File: src/rtl/msws_pkg.sv
`timescale 1ns / 1ps

package msws_pkg;

  // Field widths and generator constants.
  localparam int unsigned DataW = 64;
  localparam int unsigned HalfW = 32;
  localparam int unsigned CntW  = $clog2(DataW);
  localparam logic [DataW-1:0] WeylStep = 64'hb5ad4eceda1ce2a9;
  localparam logic [CntW-1:0]  LastStep = CntW'(DataW - 1);

  typedef logic [DataW-1:0] data_t;

  // Control state of the request sequencer.
  typedef enum logic [2:0] {
    ST_IDLE,
    ST_MUL,
    ST_MIX,
    ST_DIV,
    ST_WAIT
  } state_e;

  // Status that a serial arithmetic unit reports to the sequencer.
  typedef struct packed {
    logic busy;
    logic done;
  } unit_status_t;

endpackage

File: src/rtl/msws_req_if.sv
`timescale 1ns / 1ps

interface msws_req_if import msws_pkg::*; ();
  logic  valid;
  logic  ready;
  data_t bound;

  modport source (output valid, output bound, input ready);
  modport sink   (input valid, input bound, output ready);
endinterface

File: src/rtl/msws_rsp_if.sv
`timescale 1ns / 1ps

interface msws_rsp_if import msws_pkg::*; ();
  logic  valid;
  logic  ready;
  data_t value;
  logic  bound_error;

  modport source (output valid, output value, output bound_error, input ready);
  modport sink   (input valid, input value, input bound_error, output ready);
endinterface

File: src/rtl/msws_bounded_random.sv
`timescale 1ns / 1ps
// Bounded pseudo-random numbers from a 64-bit middle-square Weyl generator.
// The request channel carries a bound; each accepted request advances the
// generator once and returns one response with value = state mod bound, or
// value 0 with bound_error set when the bound is zero.
// The seed register is written through cfg_we_i / cfg_wdata_i; the user
// must write it only while idle, as the block itself does not enforce it.
// It is loaded into the mixer on the first request after reset only.
// Each request passes through the bit-serial squarer, the mix step and the
// bit-serial restoring divider, then the output register; a zero bound
// skips the divider. One request is processed at a time: a new request is
// taken only once the previous result has left the sequencer.
// The response sits in an output register: a new request is taken while it
// waits, and a finished result waits in the sequencer until the receiver
// has drained the output register.
// Reset clears the seed, the mixer and Weyl state and the seeded flag, and
// drops any pending response.
module msws_bounded_random import msws_pkg::*; (
  input  logic        clk_i,
  input  logic        rst_ni,
  input  logic        cfg_we_i,
  input  data_t       cfg_wdata_i,
  msws_req_if.sink    req_i,
  msws_rsp_if.source  rsp_o
);

  state_e       state_q, state_d;
  data_t        seed_q;
  data_t        mixer_q, mixer_d;
  data_t        weyl_q, weyl_d;
  logic         seeded_q, seeded_d;
  data_t        bound_q;
  data_t        res_value_q, res_value_d;
  logic         res_err_q, res_err_d;
  logic         out_valid_q, out_valid_d;
  data_t        out_value_q, out_value_d;
  logic         out_err_q, out_err_d;
  logic         req_fire;
  logic         mul_start;
  logic         div_start;
  data_t        mul_operand;
  data_t        product;
  data_t        mixed;
  data_t        swapped;
  data_t        remainder;
  unit_status_t mul_st;
  unit_status_t div_st;

  assign req_i.ready = (state_q == ST_IDLE);
  assign req_fire    = req_i.valid && req_i.ready;
  assign mul_operand = seeded_q ? mixer_q : seed_q;
  assign mul_start   = req_fire;
  assign mixed       = product + weyl_q;
  assign swapped     = {mixed[HalfW-1:0], mixed[DataW-1:HalfW]};

  msws_mul u_mul (
    .clk_i     (clk_i),
    .rst_ni    (rst_ni),
    .start_i   (mul_start),
    .operand_i (mul_operand),
    .product_o (product),
    .status_o  (mul_st)
  );

  msws_div u_div (
    .clk_i       (clk_i),
    .rst_ni      (rst_ni),
    .start_i     (div_start),
    .dividend_i  (mixer_q),
    .divisor_i   (bound_q),
    .remainder_o (remainder),
    .status_o    (div_st)
  );

  // Sequencer: square, mix, divide unless the bound is zero, then hand the result to the output register.
  always_comb begin
    state_d     = state_q;
    mixer_d     = mixer_q;
    weyl_d      = weyl_q;
    seeded_d    = seeded_q;
    res_value_d = res_value_q;
    res_err_d   = res_err_q;
    out_valid_d = out_valid_q && !rsp_o.ready;
    out_value_d = out_value_q;
    out_err_d   = out_err_q;
    div_start   = 1'b0;
    case (state_q)
      ST_IDLE: begin
        if (req_fire) begin
          seeded_d = 1'b1;
          weyl_d   = weyl_q + WeylStep;
          state_d  = ST_MUL;
        end
      end
      ST_MUL: begin
        if (mul_st.done) begin
          state_d = ST_MIX;
        end
      end
      ST_MIX: begin
        mixer_d = swapped;
        if (bound_q == '0) begin
          res_value_d = '0;
          res_err_d   = 1'b1;
          state_d     = ST_WAIT;
        end else begin
          res_err_d = 1'b0;
          state_d   = ST_DIV;
        end
      end
      ST_DIV: begin
        // The divider reads the mixer register, which now holds the new state.
        div_start = !div_st.busy && !div_st.done;
        if (div_st.done) begin
          res_value_d = remainder;
          state_d     = ST_WAIT;
        end
      end
      ST_WAIT: begin
        if (!out_valid_q || rsp_o.ready) begin
          out_valid_d = 1'b1;
          out_value_d = res_value_q;
          out_err_d   = res_err_q;
          state_d     = ST_IDLE;
        end
      end
      default: begin
        state_d = ST_IDLE;
      end
    endcase
  end

  always_ff @(posedge clk_i or negedge rst_ni) begin
    if (!rst_ni) begin
      state_q     <= ST_IDLE;
      seed_q      <= '0;
      mixer_q     <= '0;
      weyl_q      <= '0;
      seeded_q    <= 1'b0;
      out_valid_q <= 1'b0;
    end else begin
      state_q     <= state_d;
      mixer_q     <= mixer_d;
      weyl_q      <= weyl_d;
      seeded_q    <= seeded_d;
      out_valid_q <= out_valid_d;
      if (cfg_we_i) begin
        seed_q <= cfg_wdata_i;
      end
    end
  end

  // Payload registers.
  always_ff @(posedge clk_i) begin
    if (req_fire) begin
      bound_q <= req_i.bound;
    end
    res_value_q <= res_value_d;
    res_err_q   <= res_err_d;
    out_value_q <= out_value_d;
    out_err_q   <= out_err_d;
  end

  assign rsp_o.valid       = out_valid_q;
  assign rsp_o.value       = out_value_q;
  assign rsp_o.bound_error = out_err_q;

  // The serial units only finish in the state that waits for them.
  a_mul_done_state: assert property (@(posedge clk_i) disable iff (!rst_ni)
    mul_st.done |-> state_q == ST_MUL)
    else $error("multiplier finished outside the multiply state");

  a_div_done_state: assert property (@(posedge clk_i) disable iff (!rst_ni)
    div_st.done |-> state_q == ST_DIV)
    else $error("divider finished outside the divide state");

  // After any request transfer the generator counts as seeded.
  a_seeded: assert property (@(posedge clk_i) disable iff (!rst_ni)
    req_fire |=> seeded_q)
    else $error("generator not marked seeded after a request");

  // A zero-bound response always carries value zero.
  a_err_zero: assert property (@(posedge clk_i) disable iff (!rst_ni)
    (out_valid_q && out_err_q) |-> out_value_q == '0)
    else $error("bound error response with nonzero value");

endmodule

File: src/rtl/msws_mul.sv
`timescale 1ns / 1ps

module msws_mul import msws_pkg::*; (
  input  logic         clk_i,
  input  logic         rst_ni,
  input  logic         start_i,
  input  data_t        operand_i,
  output data_t        product_o,
  output unit_status_t status_o
);

  data_t          a_q, a_d;
  data_t          b_q, b_d;
  data_t          acc_q, acc_d;
  logic [CntW-1:0] cnt_q, cnt_d;
  logic           busy_q, busy_d;
  logic           done_q, done_d;

  // Shift-add squaring, one multiplier bit per cycle, kept modulo 2^64.
  always_comb begin
    a_d    = a_q;
    b_d    = b_q;
    acc_d  = acc_q;
    cnt_d  = cnt_q;
    busy_d = busy_q;
    done_d = 1'b0;
    if (start_i) begin
      a_d    = operand_i;
      b_d    = operand_i;
      acc_d  = '0;
      cnt_d  = '0;
      busy_d = 1'b1;
    end else if (busy_q) begin
      acc_d = acc_q + (b_q[0] ? a_q : '0);
      a_d   = {a_q[DataW-2:0], 1'b0};
      b_d   = {1'b0, b_q[DataW-1:1]};
      cnt_d = cnt_q + 1'b1;
      if (cnt_q == LastStep) begin
        busy_d = 1'b0;
        done_d = 1'b1;
      end
    end
  end

  always_ff @(posedge clk_i or negedge rst_ni) begin
    if (!rst_ni) begin
      busy_q <= 1'b0;
      done_q <= 1'b0;
      cnt_q  <= '0;
    end else begin
      busy_q <= busy_d;
      done_q <= done_d;
      cnt_q  <= cnt_d;
    end
  end

  always_ff @(posedge clk_i) begin
    a_q   <= a_d;
    b_q   <= b_d;
    acc_q <= acc_d;
  end

  assign product_o     = acc_q;
  assign status_o.busy = busy_q;
  assign status_o.done = done_q;

endmodule

File: src/rtl/msws_div.sv
`timescale 1ns / 1ps

module msws_div import msws_pkg::*; (
  input  logic         clk_i,
  input  logic         rst_ni,
  input  logic         start_i,
  input  data_t        dividend_i,
  input  data_t        divisor_i,
  output data_t        remainder_o,
  output unit_status_t status_o
);

  data_t           n_q, n_d;
  data_t           d_q, d_d;
  data_t           rem_q, rem_d;
  logic [CntW-1:0] cnt_q, cnt_d;
  logic            busy_q, busy_d;
  logic            done_q, done_d;
  logic [DataW:0]  shifted;
  logic [DataW:0]  trial;

  // Restoring division, one dividend bit per cycle; only the remainder is kept.
  assign shifted = {rem_q, n_q[DataW-1]};
  assign trial   = shifted - {1'b0, d_q};

  always_comb begin
    n_d    = n_q;
    d_d    = d_q;
    rem_d  = rem_q;
    cnt_d  = cnt_q;
    busy_d = busy_q;
    done_d = 1'b0;
    if (start_i) begin
      n_d    = dividend_i;
      d_d    = divisor_i;
      rem_d  = '0;
      cnt_d  = '0;
      busy_d = 1'b1;
    end else if (busy_q) begin
      n_d   = {n_q[DataW-2:0], 1'b0};
      rem_d = trial[DataW] ? shifted[DataW-1:0] : trial[DataW-1:0];
      cnt_d = cnt_q + 1'b1;
      if (cnt_q == LastStep) begin
        busy_d = 1'b0;
        done_d = 1'b1;
      end
    end
  end

  always_ff @(posedge clk_i or negedge rst_ni) begin
    if (!rst_ni) begin
      busy_q <= 1'b0;
      done_q <= 1'b0;
      cnt_q  <= '0;
    end else begin
      busy_q <= busy_d;
      done_q <= done_d;
      cnt_q  <= cnt_d;
    end
  end

  always_ff @(posedge clk_i) begin
    n_q   <= n_d;
    d_q   <= d_d;
    rem_q <= rem_d;
  end

  assign remainder_o   = rem_q;
  assign status_o.busy = busy_q;
  assign status_o.done = done_q;

endmodule

File: src/flat_wrapper.sv
// flat-port wrapper written by rule: the top's interface ports become plain ports
module msws_bounded_random_flat import msws_pkg::*;
  (clk_i, rst_ni, cfg_we_i, cfg_wdata_i, req_i_valid, req_i_bound, req_i_ready, rsp_o_valid, rsp_o_value, rsp_o_bound_error, rsp_o_ready);
  msws_req_if req_i_i ();
  msws_rsp_if rsp_o_i ();
  input  logic clk_i;
  input  logic rst_ni;
  input  logic cfg_we_i;
  input  data_t cfg_wdata_i;
  input wire logic [$bits(req_i_i.valid)-1:0] req_i_valid;
  input wire logic [$bits(req_i_i.bound)-1:0] req_i_bound;
  output wire logic [$bits(req_i_i.ready)-1:0] req_i_ready;
  output wire logic [$bits(rsp_o_i.valid)-1:0] rsp_o_valid;
  output wire logic [$bits(rsp_o_i.value)-1:0] rsp_o_value;
  output wire logic [$bits(rsp_o_i.bound_error)-1:0] rsp_o_bound_error;
  input wire logic [$bits(rsp_o_i.ready)-1:0] rsp_o_ready;
  assign req_i_i.valid = req_i_valid;
  assign req_i_i.bound = req_i_bound;
  assign req_i_ready = req_i_i.ready;
  assign rsp_o_valid = rsp_o_i.valid;
  assign rsp_o_value = rsp_o_i.value;
  assign rsp_o_bound_error = rsp_o_i.bound_error;
  assign rsp_o_i.ready = rsp_o_ready;
  msws_bounded_random u_core (.clk_i(clk_i), .rst_ni(rst_ni), .cfg_we_i(cfg_we_i), .cfg_wdata_i(cfg_wdata_i), .req_i(req_i_i), .rsp_o(rsp_o_i));
endmodule
File: config.mk
export PLATFORM = sky130hd
export DESIGN_NAME = msws_bounded_random_flat
export DESIGN_NICKNAME = d
export VERILOG_FILES = /design/src/rtl/msws_pkg.sv /design/src/rtl/msws_req_if.sv /design/src/rtl/msws_rsp_if.sv /design/src/rtl/msws_bounded_random.sv /design/src/rtl/msws_mul.sv /design/src/rtl/msws_div.sv /design/src/flat_wrapper.sv
export SDC_FILE = /design/constraint.sdc
export NUM_CORES = 2
export LEC_CHECK = 0
export BUFFER_PORTS_ARGS = -buffer_cell sky130_fd_sc_hd__buf_2
export CELL_PAD_IN_SITES_DETAIL_PLACEMENT = 1
export CELL_PAD_IN_SITES_GLOBAL_PLACEMENT = 2
export CORE_MARGIN = 2
export CORE_UTILIZATION = 30
export CTS_BUF_LIST = sky130_fd_sc_hd__clkbuf_4
export CTS_CLUSTER_DIAMETER = 60
export DETAILED_ROUTE_END_ITERATION = 8
export PLACE_DENSITY_LB_ADDON = 0.1
export SKIP_CTS_REPAIR_TIMING = 1
export SLEW_MARGIN = 20
export SYNTH_ARGS = -nofsm -noshare
export SYNTH_HDL_FRONTEND = slang
export SYNTH_SLANG_ARGS = --single-unit
File: constraint.sdc
create_clock -name clk_i -period 6.38 [get_ports clk_i]
set_clock_uncertainty 0.15 [all_clocks]
set_input_delay 0.319 -clock clk_i [delete_from_list [all_inputs] [get_ports clk_i]]
set_output_delay 0.319 -clock clk_i [all_outputs]
set_load 0.05 [all_outputs]
# Word level (Yosys, flattened, before mapping)

Cells that the tools add are included.

Eq/ne operators: 11
Mux-type cells: 38
Add/subtract/negate cells: 6
Reductions and logical operators: 17

Operators by type and width:

| cell                                                                     | count |
|---|---|
| 64-bit two-way mux                                                       | 11 |
| 64-bit adder                                                             | 2 |
| 64-bit one-hot mux with 2 select lines                                   | 1 |
| 65-bit by 64-bit subtractor with 65-bit output                           | 1 |
| 64-bit adder (second input constant)                                     | 1 |
| 64-bit logical NOT                                                       | 1 |
| 6-bit two-way mux                                                        | 4 |
| 1-bit two-way mux                                                        | 16 |
| 3-bit two-way mux                                                        | 5 |
| 3-bit one-hot mux with 5 select lines                                    | 1 |
| 6-bit by 1-bit adder with 6-bit output (second input constant)           | 2 |
| 6-bit == test (second input constant)                                    | 2 |
| 3-bit by 2-bit == test with 1-bit output (second input constant)         | 2 |
| 2-bit inequality test (second input constant)                            | 3 |
| 2-bit nonzero test                                                       | 3 |
| 1-bit logical NOT                                                        | 4 |
| 2-bit by 1-bit inequality test with 1-bit output (second input constant) | 2 |
| 2-bit AND reduction                                                      | 2 |
| 4-bit AND reduction                                                      | 1 |
| 3-bit by 1-bit == test with 1-bit output (second input constant)         | 1 |
| 3-bit == test (second input constant)                                    | 1 |
| 1-bit logical AND                                                        | 3 |
| 3-bit logical NOT                                                        | 1 |
| 3-bit AND reduction                                                      | 1 |
| 1-bit logical OR                                                         | 1 |

Output and inout port bits: 67
Register bits: 791

# Depth between registers and ports, before layout

Word-level depth: 4
Mapped depth: 16
Depth with buffers taken out: 14

# Hierarchy

Synthesis repeated with hierarchy kept, for this count alone.

Cell total of the unflattened synthesis: 4301
Area, all modules: 43422.9 µm²

By module, submodules not included:

| module              | cells an instance | instances | area an instance (µm²) | sequential area each (µm²) |
|---|---|---|---|---|
| msws_bounded_random | 1692              | 1         | 19382.3                | 10755.3 |
| msws_mul            | 1381              | 1         | 12136.6                | 5325.1 |
| msws_div            | 1228              | 1         | 11903.9                | 5325.1 |

# Worst setup path after synthesis

No wires, ideal clock.

Kind: flip-flop to flip-flop
From: register u_core.state_q[0]
To: register u_core.u_mul.a_q[0] (enable)
Data required time: 5750 ps
Arrival time: 4905 ps
Period minus slack after synthesis: 5535 ps
Cell stages (with the launch flop): 9
Buffers on the path: 3
Slack: 845 ps
Path through: dfrtp_1 clkbuf_1 nor3_1 nand2_1 clkbuf_1 inv_1 nor2_1 clkbuf_1 inv_1

Word-level cells in the longest chain between the ends: 3

Ends and longest elaborated chain:

| element                             | line                       | RTL |
|---|---|---|
| start: declaration                  | msws_bounded_random.sv:27  | `state_e state_q, state_d;` |
| start signal: assignment            | msws_bounded_random.sv:142 | `state_q <= state_d;` |
| 3-bit logical NOT                   | msws_bounded_random.sv:49  | `assign req_i.ready = (state_q == ST_IDLE);` |
| net req_i_ready                     | flat_wrapper.sv:12         | `output wire logic [$bits(req_i_i.ready)-1:0] req_i_ready;` |
| 1-bit logical AND                   | msws_bounded_random.sv:50  | `assign req_fire = req_i.valid && req_i.ready;` |
| 2-bit nonzero test (no source line) | n/a                        |  |
| end signal: assignment              | msws_mul.sv:58             | `a_q <= a_d;` |
| end: declaration                    | msws_mul.sv:12             | `data_t a_q, a_d;` |

The timed path passes the listed nets, and every way through them passes these cells.
A chain may end at the register's enable or synchronous reset.

# Final worst setup path

From: register u_core.u_div.n_q[63]
To: register u_core.u_div.rem_q[8] (netlist: u_core.u_div.remainder_o[8])

Word-level cells in the longest chain between the ends: 2

Ends and longest elaborated chain:

| element                                        | line           | RTL |
|---|---|---|
| start: declaration                             | msws_div.sv:13 | `data_t n_q, n_d;` |
| start signal: assignment                       | msws_div.sv:63 | `n_q <= n_d;` |
| 65-bit by 64-bit subtractor with 65-bit output | msws_div.sv:24 | `assign trial = shifted - {1'b0, d_q};` |
| 64-bit two-way mux                             | msws_div.sv:41 | `rem_d = trial[DataW] ? shifted[DataW-1:0] : trial[DataW-1:0];` |
| end signal: assignment                         | msws_div.sv:65 | `rem_q <= rem_d;` |
| end: declaration                               | msws_div.sv:15 | `data_t rem_q, rem_d;` |

No other way between the ends.

==> results.txt <==
Avg Inst Size Synth - 10.6 um2
simple-gate area share of the yosys netlist - 12.3%
io pins - 200
synth top area cells - edfxtp_1, dfrtp_1, dfxtp_1, ha_1, mux2_2
critical path startpoint category - flop
Adder-Cell Fraction of Synth Area - 5.90%
GR Overflow Total - 0
Max-slew headroom - 34.8%
required time worst endpoint - 7.26 ns
CTS max path bufs - 3
FP Rows - 137
pin count of the biggest net entering global routing - 100
global-route wire length before repair - 208000 um
Residual DRC - 0
remaining antenna violation count after routing - 0
most common cell in the netlist - edfxtp_1
CP Class - reg2reg
Post-synth EDFFs - 450
syn_nets - 4298
asr flop ratio synth - 26.9%
H-tree depth - 4
sequential-to-total area share from yosys stat - 51.0%
Mapped Area - 41900 um2
list of most frequent post-synthesis cells - edfxtp_1, nand2_1, a21oi_1, o21ai_0, nor2_1
Max Transition Viols Final - 0
clk slew on worst S/H paths - 0.06 ns
DPL Wire Length - 102000 um
CP peak stage delay - 0.63 ns
post-synthesis xor/xnor area fraction - 5.05%
Tot GR Track Use - 19.2%
CP dominant cell by count - a21oi_1
Worst Setup End Kind - flop
initial DRC count - 1538
FF+latch count, synth - 791
outcome - finished, final reports clean
fin crit share - 77.2%
# nets final - 4874
Chip Width - 378 um
WL per Instance - 21.3 um
Final min period - 4.92 ns
core footprint - 139000 um2
Max Cap Viol - 0
cts bufs inserted - 230
critical path's top delay family - compound AO/OA/AOI/OAI gates
clock sinks - 791
number of global-route vias before repair - 33071
DR vias - 32586
Leak - 21.8 nW
synth warn - 0
CP arrival - 5.81 ns
Post-Place Cells - 5866
CTS tree - yes
top cell type's share of synthesized area - 32.2%
Worst-Margin Slew - 0.977 ns
vias per cell - 4.91
crit-path max FO - 70
post-synthesis cell count - 3969
cell taking the most area after synthesis - edfxtp_1
DIE AREA - 143000 um2
Layout Cells excl Fill - 6637
WL final - 142000 um
initial antenna violation count - 9
worst-skew pair later-pin latency - 1.23 ns
fin util - 36.9%
main combinational cell family by area after synthesis - compound AO/OA/AOI/OAI gates
Fmax achieved - 203 MHz
ys flop type - edfxtp_1
crit-path cells - inv_1 > ha_1 > fa_1 > nand2b_1 > a21oi_1 > o21ai_1 > o221ai_1 > a21oi_1 > o31ai_1 > a31oi_1 > xor2_4 > buf_4 > nor3b_1 > a21oi_1 > o21ai_0
initial core utilization - 30.1%
die height - 378 um
mux cell area share after synthesis - 6.31%
Worst path slowest cell - o31ai_1
Peak VDD IR - 277 uV
Port Buf Inserts - 199
Layout area overhead - 22.4%
DP Area - 44900 um2
Detailed Routing Iterations Pass 1 - 7
Power Total - 29.2 mW
Final Wtd Congestion - 0.854
final hold vios - 0
RSZ-0062 raised after global routing - no
Final setup viols - 0
fin area - 51300 um2
share of layout cells above drive strength 1 - 16.4%
Worst Hold Class - in2reg
pwr dens - 568 nW/um2
Buf/Inv on CP - 2
clk root buf - clkbuf_4
setup TNS - 0 ns
post-synthesis compound-gate area fraction - 16.3%
library cells used by synthesis - 83
## path summary, 6_finish.rpt
check | cells past startpoint | endpoint | slack, ns | startpoint
max in group asynchronous | 4 | u_core.u_mul.busy_q | 5.01 | rst_ni
worst max-delay path | 15 | u_core.u_div.remainder_o[8] | 1.46 | u_core.u_div.n_q[63]
worst min register to register | 0 | u_core.rsp_o.value[26] | 0.24 | u_core.res_value_q[26]
min in group asynchronous | 4 | u_core.seed_q[48] | 0.15 | rst_ni
worst max register to register | 15 | u_core.u_div.remainder_o[8] | 1.46 | u_core.u_div.n_q[63]
worst min-delay path | 3 | u_core.seed_q[38] | 0.08 | cfg_we_i
## worst reg2reg max path: cells and delay by family (launching register included)
kind	cells	cell delay [ns]
AO/OA/AOI/OAI	8	2.33
buffers and inverters	2	0.66
adder cells (fa/ha/maj)	2	0.63
AND/OR/NAND/NOR	2	0.39
flip-flops	1	0.35
XOR/XNOR	1	0.26
## metrics by stage
| step | hold slack [ns] | setup slack [ns] |
|---|---|---|
| after floorplan | -0.127 | 0.845 |
| after global placement | 0.167 | 1.49 |
| after detailed placement | 0.164 | 1.42 |
| after CTS | -1.19 | 1.38 |
| after global routing | -0.0269 | 1.00 |
| final | 0.0773 | 1.46 |
## layout make-up
cell class,instances,area [um2]
Tap cell,1876,2350
Antenna cell,12,30.0
Timing Repair Buffer,554,4550
Sequential cell,791,21400
Fill cell,15651,87900
Clock inverter,88,544
Inverter,130,502
Multi-Input combinational cell,2838,19300
Clock buffer,348,2610
## layout by cell type, fill, tap and decap left out, drive strengths merged, types with 24 or more instances in the layout
cell type	n
a211oi	31
a21o	119
a21oi	286
a31oi	38
and2	76
and3	89
buf	232
clkbuf	348
clkinv	76
dfrtp	213
dfxtp	128
dlygate4sd3	322
edfxtp	450
ha	193
inv	135
mux2	130
mux2i	118
nand2	359
nand2b	24
nand3	96
nand4	61
nor2	239
nor3	36
nor4	26
o21a	154
o21ai	255
o21bai	40
xnor2	123
xor2	119
## metal layers
metal	global-route usage [%]	wire, um	up-vias
met5	0	0	-
met4	6.40	3770	0
met3	3.24	4690	198
met2	31.5	67300	543
met1	25.8	65900	15990
li1	-	-	15855
## power by group
part / internal (mW) / leakage [nW] / switching, mW / total [mW]
clock network: 2.75 / 1.86 / 2.38 / 5.13
registers: 7.39 / 8.06 / 1.73 / 9.12
logic: 5.86 / 11.8 / 9.07 / 14.9
## cells by family after synthesis
logic type	after synthesis
and+or+nand+nor	1078
AOI/OAI and AO/OA	1074
DFF	791
buffers and inverters	340
muxes	248
xor gates and xnor gates	242
adders and majority gates	196
Note: power is estimated with default switching activity, not from simulation.
